[src/design/ubx_nav_frame_parser_macros.svh]
`ifndef UBX_NAV_FRAME_PARSER_MACROS_SVH
`define UBX_NAV_FRAME_PARSER_MACROS_SVH

// condition must never hold outside reset
`define UBXNAV_NEVER(label, clk, rst_n, cond, msg) \
    label: assert property (@(posedge clk) disable iff (!rst_n) !(cond)) \
        else $error(msg);

// antecedent implies consequent in the same cycle
`define UBXNAV_IMPLY(label, clk, rst_n, ante, cons, msg) \
    label: assert property (@(posedge clk) disable iff (!rst_n) (ante) |-> (cons)) \
        else $error(msg);

`endif

[src/design/ubxnav_pkg.sv]
`timescale 1ns / 1ps

package ubxnav_pkg;

    localparam logic [7:0] SYNC_FIRST  = 8'hB5;
    localparam logic [7:0] SYNC_SECOND = 8'h62;
    localparam logic [7:0] ID_POSLLH   = 8'h02;
    localparam logic [7:0] ID_STATUS   = 8'h03;
    localparam logic [7:0] ID_SOL      = 8'h06;
    localparam logic [7:0] ID_VELNED   = 8'h12;
    localparam logic [7:0] FIX_TYPE_3D = 8'd3;

    localparam logic REG_MAX_PAYLOAD = 1'b0;
    localparam logic REG_COURSE_WRAP = 1'b1;

    localparam logic [9:0]  MAX_PAYLOAD_RESET = 10'd464;
    localparam logic [15:0] COURSE_WRAP_RESET = 16'd100;

    localparam int CMDQ_DEPTH = 2;
    localparam int SLOT_COUNT = 12;

    typedef enum logic [1:0] {
        KIND_POSLLH = 2'd0,
        KIND_STATUS = 2'd1,
        KIND_SOL    = 2'd2,
        KIND_VELNED = 2'd3
    } kind_t;

    typedef logic [5:0] off_t;
    typedef logic [3:0] slot_idx_t;

    localparam off_t OFF_LON       = 6'd4;
    localparam off_t OFF_HMSL      = 6'd16;
    localparam off_t OFF_STAT_TYPE = 6'd4;
    localparam off_t OFF_SOL_TYPE  = 6'd10;
    localparam off_t OFF_SOL_PDOP  = 6'd44;
    localparam off_t OFF_SOL_SATS  = 6'd47;
    localparam off_t OFF_VEL_SPEED = 6'd20;

    // reciprocal multipliers, exact for any 32-bit magnitude
    localparam logic [31:0] RECIP_MM      = 32'd274877907;
    localparam logic [31:0] RECIP_HEADING = 32'd3518437209;
    localparam int SHIFT_MM      = 38;
    localparam int SHIFT_HEADING = 45;
    localparam int ALT_Q_W       = 22;
    localparam int HEAD_Q_W      = 18;

    localparam logic signed [HEAD_Q_W:0] COURSE_HI   = 19'sd3600;
    localparam logic signed [HEAD_Q_W:0] COURSE_LO   = -19'sd1800;
    localparam logic signed [HEAD_Q_W:0] COURSE_HALF = 19'sd1800;
    localparam logic signed [HEAD_Q_W:0] COURSE_FULL = 19'sd3600;

    typedef struct packed {
        logic empty;
        logic full;
    } cmdq_stat_t;

    typedef struct packed {
        logic reading;
    } back_stat_t;

    function automatic logic id_known(logic [7:0] id);
        return (id == ID_POSLLH) || (id == ID_STATUS) || (id == ID_SOL) || (id == ID_VELNED);
    endfunction

    function automatic kind_t id_kind(logic [7:0] id);
        kind_t k;
        case (id)
            ID_STATUS: k = KIND_STATUS;
            ID_SOL:    k = KIND_SOL;
            ID_VELNED: k = KIND_VELNED;
            default:   k = KIND_POSLLH;
        endcase
        return k;
    endfunction

    function automatic slot_idx_t read_last(kind_t kind);
        slot_idx_t n;
        case (kind)
            KIND_POSLLH: n = 4'd11;
            KIND_STATUS: n = 4'd1;
            KIND_SOL:    n = 4'd4;
            KIND_VELNED: n = 4'd7;
            default:     n = 4'd0;
        endcase
        return n;
    endfunction

    function automatic off_t read_offset(kind_t kind, slot_idx_t idx);
        off_t off;
        case (kind)
            KIND_POSLLH:
            begin
                if (idx < 4'd8)
                begin
                    off = OFF_LON + off_t'(idx);
                end
                else
                begin
                    off = (OFF_HMSL - 6'd8) + off_t'(idx);
                end
            end
            KIND_STATUS: off = OFF_STAT_TYPE + off_t'(idx);
            KIND_SOL:
            begin
                if (idx < 4'd2)
                begin
                    off = OFF_SOL_TYPE + off_t'(idx);
                end
                else if (idx < 4'd4)
                begin
                    off = (OFF_SOL_PDOP - 6'd2) + off_t'(idx);
                end
                else
                begin
                    off = OFF_SOL_SATS;
                end
            end
            KIND_VELNED: off = OFF_VEL_SPEED + off_t'(idx);
            default:     off = OFF_LON;
        endcase
        return off;
    endfunction

endpackage

[src/design/ubxnav_front.sv]
`timescale 1ns / 1ps

module ubxnav_front #(
    parameter int STORE_BYTES = 512,
    localparam int AW = $clog2(STORE_BYTES)
) (
    input  logic                   clk,
    input  logic                   rst_n,
    input  logic                   in_valid,
    output logic                   in_stall,
    input  logic [7:0]             data_byte,
    input  logic [9:0]             max_payload,
    input  ubxnav_pkg::cmdq_stat_t cmdq_stat,
    input  ubxnav_pkg::back_stat_t back_stat,
    output logic                   cmd_push,
    output ubxnav_pkg::kind_t      cmd_kind,
    output logic                   st_we,
    output logic [AW-1:0]          st_waddr,
    output logic [7:0]             st_wdata
);

    typedef enum logic [3:0] {
        F_HUNT,
        F_SYNC2,
        F_CLASS,
        F_ID,
        F_LEN_LO,
        F_LEN_HI,
        F_PAYLOAD,
        F_CK_A,
        F_CK_B
    } f_state_t;

    f_state_t    state_reg;
    logic [7:0]  sum_a_reg;
    logic [7:0]  sum_b_reg;
    logic [7:0]  msg_id_reg;
    logic [7:0]  len_lo_reg;
    logic [9:0]  len_reg;
    logic [9:0]  rcv_reg;

    logic        accept;
    logic [7:0]  sum_a_next;
    logic [7:0]  sum_b_next;
    logic [15:0] len_word;
    logic [9:0]  rcv_next;

    assign in_stall = ((state_reg == F_PAYLOAD) && (!cmdq_stat.empty || back_stat.reading))
                   || ((state_reg == F_CK_B) && cmdq_stat.full);
    assign accept   = in_valid && !in_stall;

    assign sum_a_next = sum_a_reg + data_byte;
    assign sum_b_next = sum_b_reg + sum_a_next;
    assign len_word   = {data_byte, len_lo_reg};
    assign rcv_next   = rcv_reg + 10'd1;

    assign st_we    = accept && (state_reg == F_PAYLOAD)
                   && ({1'b0, rcv_reg} < 11'(STORE_BYTES));
    assign st_waddr = rcv_reg[AW-1:0];
    assign st_wdata = data_byte;

    assign cmd_push = accept && (state_reg == F_CK_B) && (data_byte == sum_b_reg)
                   && ubxnav_pkg::id_known(msg_id_reg);
    assign cmd_kind = ubxnav_pkg::id_kind(msg_id_reg);

    always_ff @(posedge clk or negedge rst_n)
    begin
        if (!rst_n)
        begin
            state_reg  <= F_HUNT;
            sum_a_reg  <= 8'd0;
            sum_b_reg  <= 8'd0;
            msg_id_reg <= 8'd0;
            len_lo_reg <= 8'd0;
            len_reg    <= 10'd0;
            rcv_reg    <= 10'd0;
        end
        else if (accept)
        begin
            case (state_reg)
                F_HUNT:
                begin
                    state_reg <= (data_byte == ubxnav_pkg::SYNC_FIRST) ? F_SYNC2 : F_HUNT;
                end
                F_SYNC2:
                begin
                    if (data_byte == ubxnav_pkg::SYNC_SECOND)
                    begin
                        state_reg <= F_CLASS;
                    end
                    else
                    begin
                        state_reg <= (data_byte == ubxnav_pkg::SYNC_FIRST) ? F_SYNC2 : F_HUNT;
                    end
                end
                F_CLASS:
                begin
                    sum_a_reg <= data_byte;
                    sum_b_reg <= data_byte;
                    state_reg <= F_ID;
                end
                F_ID:
                begin
                    sum_a_reg  <= sum_a_next;
                    sum_b_reg  <= sum_b_next;
                    msg_id_reg <= data_byte;
                    state_reg  <= F_LEN_LO;
                end
                F_LEN_LO:
                begin
                    sum_a_reg  <= sum_a_next;
                    sum_b_reg  <= sum_b_next;
                    len_lo_reg <= data_byte;
                    state_reg  <= F_LEN_HI;
                end
                F_LEN_HI:
                begin
                    sum_a_reg <= sum_a_next;
                    sum_b_reg <= sum_b_next;
                    rcv_reg   <= 10'd0;
                    len_reg   <= len_word[9:0];
                    if (len_word > {6'd0, max_payload})
                    begin
                        state_reg <= F_HUNT;
                    end
                    else if (len_word == 16'd0)
                    begin
                        state_reg <= F_CK_A;
                    end
                    else
                    begin
                        state_reg <= F_PAYLOAD;
                    end
                end
                F_PAYLOAD:
                begin
                    sum_a_reg <= sum_a_next;
                    sum_b_reg <= sum_b_next;
                    rcv_reg   <= rcv_next;
                    if (rcv_next == len_reg)
                    begin
                        state_reg <= F_CK_A;
                    end
                end
                F_CK_A:
                begin
                    state_reg <= (data_byte == sum_a_reg) ? F_CK_B : F_HUNT;
                end
                F_CK_B:
                begin
                    state_reg <= F_HUNT;
                end
                default:
                begin
                    state_reg <= F_HUNT;
                end
            endcase
        end
    end

endmodule

[src/design/ubxnav_cmdq.sv]
`timescale 1ns / 1ps
`include "ubx_nav_frame_parser_macros.svh"

module ubxnav_cmdq (
    input  logic                   clk,
    input  logic                   rst_n,
    input  logic                   push,
    input  ubxnav_pkg::kind_t      push_kind,
    input  logic                   pop,
    output ubxnav_pkg::kind_t      pop_kind,
    output ubxnav_pkg::cmdq_stat_t stat
);

    localparam int DEPTH = ubxnav_pkg::CMDQ_DEPTH;
    localparam int PW    = $clog2(DEPTH);
    localparam int CW    = $clog2(DEPTH + 1);

    ubxnav_pkg::kind_t entry_reg [DEPTH];
    logic [PW-1:0]     wr_ptr_reg;
    logic [PW-1:0]     rd_ptr_reg;
    logic [CW-1:0]     count_reg;

    assign stat.empty = (count_reg == CW'(0));
    assign stat.full  = (count_reg == CW'(DEPTH));
    assign pop_kind   = entry_reg[rd_ptr_reg];

    always_ff @(posedge clk)
    begin
        if (push)
        begin
            entry_reg[wr_ptr_reg] <= push_kind;
        end
    end

    always_ff @(posedge clk or negedge rst_n)
    begin
        if (!rst_n)
        begin
            wr_ptr_reg <= '0;
            rd_ptr_reg <= '0;
            count_reg  <= '0;
        end
        else
        begin
            if (push)
            begin
                wr_ptr_reg <= wr_ptr_reg + PW'(1);
            end
            if (pop)
            begin
                rd_ptr_reg <= rd_ptr_reg + PW'(1);
            end
            if (push && !pop)
            begin
                count_reg <= count_reg + CW'(1);
            end
            else if (pop && !push)
            begin
                count_reg <= count_reg - CW'(1);
            end
        end
    end

    `UBXNAV_NEVER(a_cmdq_no_overflow, clk, rst_n, push && stat.full, "command pushed into full queue")
    `UBXNAV_NEVER(a_cmdq_no_underflow, clk, rst_n, pop && stat.empty, "command popped from empty queue")

endmodule

[src/design/ubxnav_store.sv]
`timescale 1ns / 1ps

module ubxnav_store #(
    parameter int STORE_BYTES = 512,
    localparam int AW = $clog2(STORE_BYTES),
    localparam int HW = $clog2(STORE_BYTES + 1)
) (
    input  logic          clk,
    input  logic          rst_n,
    input  logic          we,
    input  logic [AW-1:0] waddr,
    input  logic [7:0]    wdata,
    input  logic [AW-1:0] raddr,
    output logic [7:0]    rdata
);

    logic [7:0]    mem [STORE_BYTES];
    logic [7:0]    rd_data_reg;
    logic          rd_zero_reg;
    // bytes below the high-water mark have been written since reset
    logic [HW-1:0] hwm_reg;

    assign rdata = rd_zero_reg ? 8'd0 : rd_data_reg;

    always_ff @(posedge clk)
    begin
        if (we)
        begin
            mem[waddr] <= wdata;
        end
        rd_data_reg <= mem[raddr];
    end

    always_ff @(posedge clk or negedge rst_n)
    begin
        if (!rst_n)
        begin
            hwm_reg     <= '0;
            rd_zero_reg <= 1'b1;
        end
        else
        begin
            rd_zero_reg <= (HW'(raddr) >= hwm_reg);
            if (we && (HW'(waddr) >= hwm_reg))
            begin
                hwm_reg <= HW'(waddr) + HW'(1);
            end
        end
    end

endmodule

[src/design/ubxnav_back.sv]
`timescale 1ns / 1ps
`include "ubx_nav_frame_parser_macros.svh"

module ubxnav_back (
    input  logic                   clk,
    input  logic                   rst_n,
    input  logic                   cmd_valid,
    input  ubxnav_pkg::kind_t      cmd_kind,
    output logic                   cmd_pop,
    output ubxnav_pkg::off_t       rd_off,
    input  logic [7:0]             rd_data,
    output ubxnav_pkg::back_stat_t back_stat,
    input  logic [15:0]            course_wrap_speed,
    output logic                   out_valid,
    input  logic                   out_stall,
    output ubxnav_pkg::kind_t      update_kind,
    output logic signed [31:0]     longitude,
    output logic signed [30:0]     latitude,
    output logic signed [22:0]     altitude_m,
    output logic                   fix_3d,
    output logic [7:0]             satellites,
    output logic [15:0]            hdop,
    output logic [31:0]            ground_speed,
    output logic signed [12:0]     ground_course
);

    localparam int HQ = ubxnav_pkg::HEAD_Q_W;
    localparam int AQ = ubxnav_pkg::ALT_Q_W;

    typedef enum logic [2:0] {
        B_IDLE,
        B_READ,
        B_DRAIN,
        B_MUL,
        B_APPLY
    } b_state_t;

    b_state_t                state_reg;
    ubxnav_pkg::kind_t       kind_reg;
    ubxnav_pkg::slot_idx_t   idx_reg;
    ubxnav_pkg::slot_idx_t   cap_idx_reg;
    logic                    cap_valid_reg;
    logic [7:0]              slot_reg [ubxnav_pkg::SLOT_COUNT];
    logic [63:0]             prod_reg;
    logic                    neg_reg;
    logic                    out_valid_reg;
    ubxnav_pkg::kind_t       update_kind_reg;
    logic                    pending_fix_reg;
    logic                    held_fix_reg;
    logic signed [31:0]      held_lon_reg;
    logic signed [30:0]      held_lat_reg;
    logic signed [22:0]      held_alt_reg;
    logic [7:0]              held_sats_reg;
    logic [15:0]             held_hdop_reg;
    logic [31:0]             held_speed_reg;
    logic signed [12:0]      held_course_reg;

    logic [31:0]             src_word;
    logic [31:0]             src_mag;
    logic [31:0]             recip;
    logic [63:0]             prod_next;
    logic [AQ:0]             alt_mag;
    logic signed [AQ:0]      alt_next;
    logic [HQ:0]             head_mag;
    logic signed [HQ:0]      head_q;
    logic signed [HQ:0]      head_sat;
    logic signed [HQ:0]      head_next;
    logic [31:0]             speed_next;
    logic                    fix_next;
    logic                    apply_fire;

    assign cmd_pop           = (state_reg == B_IDLE) && cmd_valid;
    assign rd_off            = ubxnav_pkg::read_offset(kind_reg, idx_reg);
    assign back_stat.reading = (state_reg == B_READ) || (state_reg == B_DRAIN);
    assign apply_fire        = (state_reg == B_APPLY) && (!out_valid_reg || !out_stall);

    assign out_valid     = out_valid_reg;
    assign update_kind   = update_kind_reg;
    assign longitude     = held_lon_reg;
    assign latitude      = held_lat_reg;
    assign altitude_m    = held_alt_reg;
    assign fix_3d        = held_fix_reg;
    assign satellites    = held_sats_reg;
    assign hdop          = held_hdop_reg;
    assign ground_speed  = held_speed_reg;
    assign ground_course = held_course_reg;

    // signed field through the reciprocal multiplier, truncating toward zero
    always_comb
    begin
        if (kind_reg == ubxnav_pkg::KIND_POSLLH)
        begin
            src_word = {slot_reg[11], slot_reg[10], slot_reg[9], slot_reg[8]};
            recip    = ubxnav_pkg::RECIP_MM;
        end
        else
        begin
            src_word = {slot_reg[7], slot_reg[6], slot_reg[5], slot_reg[4]};
            recip    = ubxnav_pkg::RECIP_HEADING;
        end
        src_mag   = src_word[31] ? (~src_word + 32'd1) : src_word;
        prod_next = src_mag * recip;
    end

    always_comb
    begin
        alt_mag  = {1'b0, prod_reg[ubxnav_pkg::SHIFT_MM +: AQ]};
        alt_next = neg_reg ? ($signed((AQ + 1)'(0)) - $signed(alt_mag)) : $signed(alt_mag);

        head_mag = {1'b0, prod_reg[ubxnav_pkg::SHIFT_HEADING +: HQ]};
        head_q   = neg_reg ? ($signed((HQ + 1)'(0)) - $signed(head_mag)) : $signed(head_mag);
        if (head_q > ubxnav_pkg::COURSE_HI)
        begin
            head_sat = ubxnav_pkg::COURSE_HI;
        end
        else if (head_q < ubxnav_pkg::COURSE_LO)
        begin
            head_sat = ubxnav_pkg::COURSE_LO;
        end
        else
        begin
            head_sat = head_q;
        end

        speed_next = {slot_reg[3], slot_reg[2], slot_reg[1], slot_reg[0]};
        if ((speed_next > {16'd0, course_wrap_speed}) && (head_sat > ubxnav_pkg::COURSE_HALF))
        begin
            head_next = head_sat - ubxnav_pkg::COURSE_FULL;
        end
        else
        begin
            head_next = head_sat;
        end

        fix_next = slot_reg[1][0] && (slot_reg[0] == ubxnav_pkg::FIX_TYPE_3D);
    end

    always_ff @(posedge clk)
    begin
        if (cap_valid_reg)
        begin
            slot_reg[cap_idx_reg] <= rd_data;
        end
        if (state_reg == B_MUL)
        begin
            prod_reg <= prod_next;
            neg_reg  <= src_word[31];
        end
    end

    always_ff @(posedge clk or negedge rst_n)
    begin
        if (!rst_n)
        begin
            state_reg       <= B_IDLE;
            kind_reg        <= ubxnav_pkg::KIND_POSLLH;
            idx_reg         <= '0;
            cap_idx_reg     <= '0;
            cap_valid_reg   <= 1'b0;
            out_valid_reg   <= 1'b0;
            update_kind_reg <= ubxnav_pkg::KIND_POSLLH;
            pending_fix_reg <= 1'b0;
            held_fix_reg    <= 1'b0;
            held_lon_reg    <= '0;
            held_lat_reg    <= '0;
            held_alt_reg    <= '0;
            held_sats_reg   <= '0;
            held_hdop_reg   <= '0;
            held_speed_reg  <= '0;
            held_course_reg <= '0;
        end
        else
        begin
            cap_valid_reg <= (state_reg == B_READ);
            cap_idx_reg   <= idx_reg;

            if (apply_fire)
            begin
                out_valid_reg <= 1'b1;
            end
            else if (!out_stall)
            begin
                out_valid_reg <= 1'b0;
            end

            case (state_reg)
                B_IDLE:
                begin
                    if (cmd_valid)
                    begin
                        kind_reg  <= cmd_kind;
                        idx_reg   <= '0;
                        state_reg <= B_READ;
                    end
                end
                B_READ:
                begin
                    idx_reg <= idx_reg + 4'd1;
                    if (idx_reg == ubxnav_pkg::read_last(kind_reg))
                    begin
                        state_reg <= B_DRAIN;
                    end
                end
                B_DRAIN:
                begin
                    state_reg <= B_MUL;
                end
                B_MUL:
                begin
                    state_reg <= B_APPLY;
                end
                B_APPLY:
                begin
                    if (apply_fire)
                    begin
                        state_reg       <= B_IDLE;
                        update_kind_reg <= kind_reg;
                        case (kind_reg)
                            ubxnav_pkg::KIND_POSLLH:
                            begin
                                held_lon_reg <= {slot_reg[3], slot_reg[2], slot_reg[1],
                                                 slot_reg[0]};
                                held_lat_reg <= {slot_reg[7][6:0], slot_reg[6], slot_reg[5],
                                                 slot_reg[4]};
                                held_alt_reg <= alt_next;
                                held_fix_reg <= pending_fix_reg;
                            end
                            ubxnav_pkg::KIND_STATUS:
                            begin
                                pending_fix_reg <= fix_next;
                                if (!fix_next)
                                begin
                                    held_fix_reg <= 1'b0;
                                end
                            end
                            ubxnav_pkg::KIND_SOL:
                            begin
                                pending_fix_reg <= fix_next;
                                if (!fix_next)
                                begin
                                    held_fix_reg <= 1'b0;
                                end
                                held_sats_reg <= slot_reg[4];
                                held_hdop_reg <= {slot_reg[3], slot_reg[2]};
                            end
                            ubxnav_pkg::KIND_VELNED:
                            begin
                                held_speed_reg  <= speed_next;
                                held_course_reg <= head_next[12:0];
                            end
                            default:
                            begin
                                held_fix_reg <= held_fix_reg;
                            end
                        endcase
                    end
                end
                default:
                begin
                    state_reg <= B_IDLE;
                end
            endcase
        end
    end

    `UBXNAV_IMPLY(a_back_out_from_apply, clk, rst_n, $rose(out_valid_reg), $past(state_reg) == B_APPLY, "result word raised outside apply")

endmodule

[src/design/ubx_nav_frame_parser.sv]
// result path: the second check byte queues a command; the back end pops it, reads the store
//   once per field byte, then drains, multiplies and applies, waiting while a held word is stalled
// throughput: one byte word per cycle; payload bytes are held off while a command is queued
//   or fields are being read from the store, and the second check byte while the queue is full
// reset: rst_n asynchronous active low clears parser, queue and held values, registers
//   return to 464 and 100; payload store is not swept, unwritten bytes read as zero
`timescale 1ns / 1ps
`include "ubx_nav_frame_parser_macros.svh"

module ubx_nav_frame_parser #(
    parameter int STORE_BYTES = 512
) (
    input  logic               clk,
    input  logic               rst_n,
    input  logic               cfg_we,
    input  logic               cfg_index,
    input  logic [15:0]        cfg_data,
    input  logic               in_valid,
    output logic               in_stall,
    input  logic [7:0]         data_byte,
    output logic               out_valid,
    input  logic               out_stall,
    output logic [1:0]         update_kind,
    output logic signed [31:0] longitude,
    output logic signed [30:0] latitude,
    output logic signed [22:0] altitude_m,
    output logic               fix_3d,
    output logic [7:0]         satellites,
    output logic [15:0]        hdop,
    output logic [31:0]        ground_speed,
    output logic signed [12:0] ground_course
);

    localparam int AW = $clog2(STORE_BYTES);

    logic [9:0]             max_payload_reg;
    logic [15:0]            course_wrap_reg;

    ubxnav_pkg::cmdq_stat_t cmdq_stat;
    ubxnav_pkg::back_stat_t back_stat;
    logic                   cmd_push;
    ubxnav_pkg::kind_t      cmd_kind;
    logic                   cmd_pop;
    ubxnav_pkg::kind_t      pop_kind;
    logic                   st_we;
    logic [AW-1:0]          st_waddr;
    logic [7:0]             st_wdata;
    ubxnav_pkg::off_t       rd_off;
    logic [7:0]             st_rdata;
    ubxnav_pkg::kind_t      out_kind;

    assign update_kind = out_kind;

    always_ff @(posedge clk or negedge rst_n)
    begin
        if (!rst_n)
        begin
            max_payload_reg <= ubxnav_pkg::MAX_PAYLOAD_RESET;
            course_wrap_reg <= ubxnav_pkg::COURSE_WRAP_RESET;
        end
        else if (cfg_we)
        begin
            case (cfg_index)
                ubxnav_pkg::REG_MAX_PAYLOAD: max_payload_reg <= cfg_data[9:0];
                ubxnav_pkg::REG_COURSE_WRAP: course_wrap_reg <= cfg_data;
                default:                     course_wrap_reg <= course_wrap_reg;
            endcase
        end
    end

    ubxnav_front #(
        .STORE_BYTES (STORE_BYTES)
    ) u_front (
        .clk         (clk),
        .rst_n       (rst_n),
        .in_valid    (in_valid),
        .in_stall    (in_stall),
        .data_byte   (data_byte),
        .max_payload (max_payload_reg),
        .cmdq_stat   (cmdq_stat),
        .back_stat   (back_stat),
        .cmd_push    (cmd_push),
        .cmd_kind    (cmd_kind),
        .st_we       (st_we),
        .st_waddr    (st_waddr),
        .st_wdata    (st_wdata)
    );

    ubxnav_cmdq u_cmdq (
        .clk       (clk),
        .rst_n     (rst_n),
        .push      (cmd_push),
        .push_kind (cmd_kind),
        .pop       (cmd_pop),
        .pop_kind  (pop_kind),
        .stat      (cmdq_stat)
    );

    ubxnav_store #(
        .STORE_BYTES (STORE_BYTES)
    ) u_store (
        .clk   (clk),
        .rst_n (rst_n),
        .we    (st_we),
        .waddr (st_waddr),
        .wdata (st_wdata),
        .raddr (AW'(rd_off)),
        .rdata (st_rdata)
    );

    ubxnav_back u_back (
        .clk               (clk),
        .rst_n             (rst_n),
        .cmd_valid         (!cmdq_stat.empty),
        .cmd_kind          (pop_kind),
        .cmd_pop           (cmd_pop),
        .rd_off            (rd_off),
        .rd_data           (st_rdata),
        .back_stat         (back_stat),
        .course_wrap_speed (course_wrap_reg),
        .out_valid         (out_valid),
        .out_stall         (out_stall),
        .update_kind       (out_kind),
        .longitude         (longitude),
        .latitude          (latitude),
        .altitude_m        (altitude_m),
        .fix_3d            (fix_3d),
        .satellites        (satellites),
        .hdop              (hdop),
        .ground_speed      (ground_speed),
        .ground_course     (ground_course)
    );

    `UBXNAV_NEVER(a_top_store_no_clash, clk, rst_n, st_we && back_stat.reading, "payload written while fields are read")

endmodule

[config.mk]
export PLATFORM = sky130hd
export DESIGN_NAME = ubx_nav_frame_parser
export DESIGN_NICKNAME = d
export VERILOG_FILES = /design/src/design/ubxnav_pkg.sv /design/src/design/ubxnav_front.sv /design/src/design/ubxnav_cmdq.sv /design/src/design/ubxnav_store.sv /design/src/design/ubxnav_back.sv /design/src/design/ubx_nav_frame_parser.sv
export VERILOG_INCLUDE_DIRS = /design/src /design/src/design
export SDC_FILE = /design/constraint.sdc
export NUM_CORES = 2
export LEC_CHECK = 0
export BUFFER_PORTS_ARGS = -buffer_cell sky130_fd_sc_hd__buf_2
export CORE_MARGIN = 5
export CORE_UTILIZATION = 25
export DETAILED_ROUTE_END_ITERATION = 8
export PLACE_DENSITY = 0.4
export SYNTH_ARGS = -nofsm -noshare
export SYNTH_HDL_FRONTEND = slang
export SYNTH_MEMORY_MAX_BITS = 65536
export SYNTH_SLANG_ARGS = --single-unit
[constraint.sdc]
create_clock -name clk -period 10.4 [get_ports clk]
set_input_delay 0.52 -clock clk [delete_from_list [all_inputs] [get_ports clk]]
set_output_delay 0.52 -clock clk [all_outputs]
set_load 0.05 [all_outputs]
# After elaboration in Yosys (flattened, before gate mapping)
# Memory sizes are Yosys's and may differ from the RTL's. A register that Yosys moved wholly into a read port is not among the register bits.
# Cells that the tools add are included.
[classes]
addsub = 18
mul = 1
n_lt_le_gt_ge = 11
n_eq_ne = 33
mux = 44
bitwise = 3
reduce_logical = 58
[ops]
columns = ["operator", "count"]
rows = [
  ["$mux 32", 3],
  ["$mul 32x32->63", 1],
  ["$mux 19", 3],
  ["$add 32x1->32 const B", 1],
  ["$gt 32x16->1", 1],
  ["$not 32->32", 1],
  ["$pmux 4 s8", 1],
  ["$pmux 8 s2", 2],
  ["$eq 8x2->1 const B", 3],
  ["$mux 4", 6],
  ["$pmux 6 s4", 1],
  ["$mux 23", 1],
  ["$sub 1x22->23 const A", 1],
  ["$reduce_and 2->1", 11],
  ["$pmux 10 s2", 1],
  ["$gt 19x12->1 const B", 1],
  ["$gt 19x13->1 const B", 1],
  ["$lt 19x12->1 const B", 1],
  ["$sub 1x18->19 const A", 1],
  ["$mux 6", 3],
  ["$add 8x8->8", 2],
  ["$eq 4x3->1 const B", 4],
  ["$eq 8x8->1", 2],
  ["$gt 16x10->1", 1],
  ["other kinds (56)", 115],
]
[word_totals]
register_bits = 333
mem_bits_rw = 4196
out_inout_bits = 160
elab_cells = 202
mem_count = 3
[mem_list]
columns = ["memory", "depth", "width", "rd", "rd_ports_with_merged_regs", "wr", "line", "text"]
rows = [
  ["u_store.mem", 512, 8, 1, 1, 1, "ubxnav_store.sv:17", "logic [7:0] mem [STORE_BYTES];"],
  ["u_back.slot_reg", 12, 8, 12, 0, 1, "ubxnav_back.sv:43", "logic [7:0] slot_reg [ubxnav_pkg::SLOT_COUNT];"],
  ["u_cmdq.entry_reg", 2, 2, 1, 1, 1, "ubxnav_cmdq.sv:18", "ubxnav_pkg::kind_t entry_reg [DEPTH];"],
]

# Logic depth before layout (Yosys ltp)
[depth]
ltp_word = 14
ltp_mapped = 45
mapped_depth_nobuf = 39

# Modules after synthesis
# From an unflattened synthesis, not the netlist that was laid out.
[hier_totals]
hier_cells = 11598
area_unflattened_um2 = 201655.9
[modules_own_cells]
columns = ["mod", "instances", "cells_each", "area_per_inst_um2", "seq_area_each_um2"]
rows = [
  ["ubxnav_store", 1, 7536, 159799.5, 123434.6],
  ["ubxnav_back", 1, 3563, 36516.3, 8017.7],
  ["ubxnav_front", 1, 419, 4017.6, 1401.3],
  ["ubx_nav_frame_parser", 1, 58, 991.0, 659.4],
  ["ubxnav_cmdq", 1, 22, 331.6, 220.2],
]

# Worst setup path before layout
# OpenSTA, ideal clock, no wires.
[synth_timing]
path_type = "reg-to-reg"
from = "register u_back.kind_reg[0], read port of u_cmdq.entry_reg"
to = "register u_back.prod_reg[49] (data pin)"
setup_ns = 0.259
arrival_ns = 11.158
required_ns = 10.141
setup_slack_ns = -1.017
stages_incl_launch_ff = 44
path_cell_list = "dfrtp_1 -> inv_1 -> ha_1 -> buf_2 -> clkbuf_1 -> clkbuf_1 -> buf_2 -> buf_1 -> clkbuf_1 -> clkbuf_1 -> nand2_1 -> nand2_1 -> inv_1 -> ha_1 -> nand3_1 -> nor4_1 -> a21oi_1 -> xnor2_1 -> [8 not listed] -> inv_1 -> fa_1 -> fa_1 -> fa_1 -> inv_1 -> fa_1 -> inv_1 -> ha_1 -> a211oi_1 -> o211ai_1 -> a41oi_1 -> nand3_1 -> o31ai_1 -> o21ai_0 -> a21o_1 -> a21o_1 -> a21oi_1 -> xnor2_1"
[synth_via]
elab_chain_cells = 6
word_cells_on_any_way = 7
cone_classes = "1 x add/sub; 1 x mul; 3 x mux; 1 x bitwise; 1 x reduce/logical"
[synth_rtl]
columns = ["item", "line", "text"]
rows = [
  ["start: declaration", "ubxnav_back.sv:39", "ubxnav_pkg::kind_t kind_reg;"],
  ["$logic_not 2->1 *", "ubxnav_back.sv:91", "if (kind_reg == ubxnav_pkg::KIND_POSLLH)"],
  ["$mux 32", "ubxnav_back.sv:91", ""],
  ["$not 32->32", "ubxnav_back.sv:101", "src_mag = src_word[31] ? (~src_word + 32'd1) : src_word;"],
  ["$add 32x1->32", "ubxnav_back.sv:101", ""],
  ["$mux 32", "ubxnav_back.sv:101", ""],
  ["$mul 32x32->63 *", "ubxnav_back.sv:102", "prod_next = src_mag * recip;"],
  ["net u_back.prod_next[49]", "ubxnav_back.sv:61", "logic [63:0] prod_next;"],
  ["end signal: assignment", "ubxnav_back.sv:146", "prod_reg <= prod_next;"],
  ["end: declaration", "ubxnav_back.sv:44", "logic [63:0] prod_reg;"],
]
# Mark *: on every way through the listed nets, which the timed path passes. The rest lies on a longest branch.
# A chain may end at the register's enable or synchronous reset.

# Final worst setup path
[layout_timing]
from = "register u_back.kind_reg[1], read port of u_cmdq.entry_reg"
to = "register u_back.prod_reg[59] (data pin)"
# Same word-level chain as after synthesis.

==> results.md <==
- The type of the worst setup path is flip-flop to flip-flop.
- The transition time at the pin with the least slew margin is between 1 and 1.5 ns.
- Of the total synthesized cell area, the portion taken by AND, OR, NAND and NOR gates is 0.0605.
- Hold is met by approximately 0.062 ns.
- Between clock sinks in the finished design, the worst skew comes to between 0.05 and 0.06 ns.
- The setup-violating endpoint count in the final report is 0.
- The run finished with clean final reports.
- In the final layout, the share of cells above drive strength 1 is 0.164.
- The maximum number of pins on one net before global-route repair is 85.
- The CTS tree is built.
- The first global-routing pass estimated roughly 280000 um of wire.
- The number of buffers between clock root and the deepest sink is 3.
- Max-cap violations in this run came to 0.
- The remaining design rule violation count is 0.
- The total number of vias is 36943.
- At the end of the flow, the number of nets in the layout was between 6000 and 7000.
- For this design the top-level I/O count stands at between 150 and 200.
- The standard cell core area is ~250000 um^2.
- The clock insertion delay at the later pin of the skew report is approximately 0.76 ns.
- The routed design has 189000 um of wire.
- The min-delay analysis places its worst path in the category input pin to flip-flop.
- The relative max-transition margin is 0.210.
- Yosys mapped a number of flops with a built-in enable equal to ~640.
- Before antenna repair, the detailed router went through 6 iterations.
- The number of antenna-violating nets in the routed design is 0.
- Signal routing reaches up to met5.
- For this run, the share of the core covered by cells in the final layout is 0.289.
- The number of max-slew violations in the final report is 0.
- The share of synthesized area occupied by flip-flops and latches is 0.425.
- The area fraction in compound gates after synthesis was 0.0461.
- The total routing resource utilization after global routing is 0.147.
- The count of buffers inserted at the top-level ports is 189.
- The share of the synthesized netlist area taken by xor and xnor gates is 0.0221.
- The number of antenna violations at the first check in global routing is 3.
- The H-tree was split into 3 levels.
- The share of the cycle needed by the critical path after routing is 0.958.
- The top cell type by total area after synthesis is sky130_fd_sc_hd__edfxtp_1.
- The register with the most flip-flops in the layout has slightly above 500 of them.
- Detailed routing placed a total of around 8000 um of wire on met3.
- The filler cell count in the final layout is 25209.
- Routability-driven placement finished with a final weighted congestion of a little under 0.9.
- The mux cell area share after synthesis is 0.0851.
- The area of the die is ~260000 um^2.
- Among all flip-flop cells after synthesis, the most frequent one is sky130_fd_sc_hd__edfxtp_1.
- Each instance of the synthesized netlist takes up on average between 10 and 15 um^2.
- The clock slew at the register clock pins of the worst setup and hold paths is approximately 0.060 ns.
- The endpoint required time on the critical path is 10.87 ns.
- The cell repeated most along the worst path is sky130_fd_sc_hd__fa_1.
- In the final routed layout, each cell accounts on average for 22.1 um.
- In this run the worst path has a maximum fanout of 6.
- The library cells used most frequently in the layout, excluding fill and tap cells, are sky130_fd_sc_hd__inv_1 (1016), sky130_fd_sc_hd__edfxtp_1 (638), sky130_fd_sc_hd__fa_1 (579).
- After the first detailed-routing iteration, the DRC count stood at between 2000 and 2500.
- The area of the mapped netlist is between 60000 and 70000 um^2.
- For this configuration, the core starts out at a cell density of 0.251.
- Compared with the post-synthesis result, the final layout area differs by 15.4%.
- After global routing the overflow that remains totals 0.
- Counting the buffers created by CTS gives 100.
- The floorplan has roughly 180 rows.
- The endpoint type of the worst setup path is a flip-flop.
- The number of different library cells in the post-synthesis netlist is 79.
- After synthesis, the largest family of logic cells by area is adder cells.
- The placed wire-length estimate is about 150000 um.
- The synthesized-area fraction occupied by adder cells is 0.288.
- The clock drives approximately 920 sinks.
- The minimum clock period is 9.96 ns.
- The final number of hold-violating endpoints is 0.
- The library cell used most frequently in the layout, excluding fill and tap cells, is sky130_fd_sc_hd__inv_1.
- The standard cell with the maximum stage delay on the critical path is sky130_fd_sc_hd__fa_1.
- The startpoint of the worst register-to-register path is u_back.kind_reg[1].
- The timing startpoint of the critical path is u_back.kind_reg[1].
- The fraction of registers with async set or reset after synthesis is 0.296.
- The biggest cell delay along the critical path is 0.55 ns.
- The flip-flop and latch count after synthesis is ~900.
- The die is around 510 um wide.
- The routed design uses 91000 um of met2 wire.
- Sorting the synthesized cells by area gives the leading types as sky130_fd_sc_hd__edfxtp_1 (31%), sky130_fd_sc_hd__fa_1 (19%), sky130_fd_sc_hd__dfrtp_1 (11%).
- The via count of the first global-routing pass is about 40000.
- Timing would allow up to ~0.10 GHz.
- The endpoint arrival time on the critical path is approximately 10 ns.
- The mean number of vias per cell is between 4 and 5.
- The area share of the leading cell type in the synthesized netlist is 0.312.
- For this run, the number of Yosys warnings is 0.
- Clock tree synthesis selected as its root buffer the cell sky130_fd_sc_hd__clkbuf_16.
- In this run the vertical extent of the chip is slightly above 500 um.
- In this run the most critical hold path is launched from cfg_data[9].
- The worst setup path is launched from a flip-flop.
- The cell count after synthesis is ~5000.
- The met1 layer wirelength in the final routing is ~85000 um.
## cell usage after synthesis (6+ instances only)
master,count
sky130_fd_sc_hd__mux2i_1,44
sky130_fd_sc_hd__dfxtp_1,8
sky130_fd_sc_hd__o211ai_1,21
sky130_fd_sc_hd__o21a_1,13
sky130_fd_sc_hd__nor2_1,174
sky130_fd_sc_hd__and2_1,21
sky130_fd_sc_hd__xor2_1,62
sky130_fd_sc_hd__nand3_1,52
sky130_fd_sc_hd__or2_2,7
sky130_fd_sc_hd__o21bai_1,13
sky130_fd_sc_hd__nor2b_1,25
sky130_fd_sc_hd__a21o_1,36
sky130_fd_sc_hd__buf_2,8
sky130_fd_sc_hd__o31ai_1,15
sky130_fd_sc_hd__a311oi_1,8
sky130_fd_sc_hd__dfstp_2,8
sky130_fd_sc_hd__nor4_1,23
sky130_fd_sc_hd__nand2b_1,23
sky130_fd_sc_hd__edfxtp_1,638
sky130_fd_sc_hd__buf_1,20
sky130_fd_sc_hd__nor3_1,29
sky130_fd_sc_hd__nand4_1,18
sky130_fd_sc_hd__ha_1,487
sky130_fd_sc_hd__a21oi_1,101
sky130_fd_sc_hd__dfrtp_1,263
sky130_fd_sc_hd__o41ai_1,7
sky130_fd_sc_hd__a31oi_1,22
sky130_fd_sc_hd__or3_1,12
sky130_fd_sc_hd__a211oi_1,25
sky130_fd_sc_hd__fa_1,579
sky130_fd_sc_hd__inv_1,1024
sky130_fd_sc_hd__nand3b_1,6
sky130_fd_sc_hd__mux4_2,128
sky130_fd_sc_hd__clkbuf_1,133
sky130_fd_sc_hd__xnor2_1,93
sky130_fd_sc_hd__or4_1,16
sky130_fd_sc_hd__mux2_2,169
sky130_fd_sc_hd__and3_1,10
sky130_fd_sc_hd__o21ai_0,140
sky130_fd_sc_hd__nand2_1,381
## final timing paths
path | end | slack, ns | cells past startpoint
min in group asynchronous | u_back.latitude[27] | 0.42 | 2
setup reg to reg | u_back.prod_reg[59] | 0.44 | 35
hold reg to reg | u_back.altitude_m[17] | 0.47 | 2
setup / recovery | u_back.prod_reg[59] | 0.44 | 35
hold / removal | max_payload_reg[9] | 0.06 | 3
max in group asynchronous | u_back.altitude_m[10] | 7.93 | 4
## through the flow
step	instance area (um^2)	setup slack, ns	std cells	TNS, ns
global route	70900	-0.00198	8570	-0.00198
detailed placement	67100	-0.275	8353	-1.32
floorplan	61700	0.0150	4973	0
finish	70900	0.440	8571	0
CTS	70600	0.0373	8551	0
global placement	67100	-0.180	8353	-0.766
## cells by family after synthesis
group,count (synthesis)
AND/OR/NAND/NOR,821
adder cells (fa/ha/maj),1067
AO/OA/AOI/OAI,448
XOR/XNOR,155
multiplexers,341
flip-flops,917
buffers and inverters,1190
other,2
## final cells by class
cell class | instances | area, um^2 | area share
Sequential cell | 917 | 26100 | 0.368
Clock inverter | 64 | 697 | 0.00983
Tap cell | 3220 | 4030 | 0.0568
Timing Repair Buffer | 351 | 2220 | 0.0313
Inverter | 1025 | 3860 | 0.0544
Antenna cell | 2 | 5.00 | 0.0000706
Multi-Input combinational cell | 2866 | 31300 | 0.441
Clock buffer | 126 | 2710 | 0.0382
## timing repair
action,in CTS,in global routing
setup endpoints to repair,8,18
pin swaps,0,8
hold buffers,8,0
setup buffers,0,18
gates resized for setup,7,34
endpoints found under the hold margin,82,0
## layer usage
metal | vias up | track usage
li1 | 17087 | -
met4 | 2 | 0.0339
met3 | 194 | 0.0227
met1 | 18993 | 0.200
met2 | 667 | 0.247
met5 | - | 0
## worst max-delay path, delay by kind of cell (launching register included)
family	cells	cell delay, ns
and+or+nand+nor	4	0.78
AOI/OAI and AO/OA	6	1.45
buffers and inverters	11	1.50
muxes	1	0.22
xor gates and xnor gates	2	0.49
DFF	1	0.43
adders and majority gates	11	4.82
Power is not shown: default switching activity piles up to over one toggle a cycle in this logic, so the estimate is an artifact.
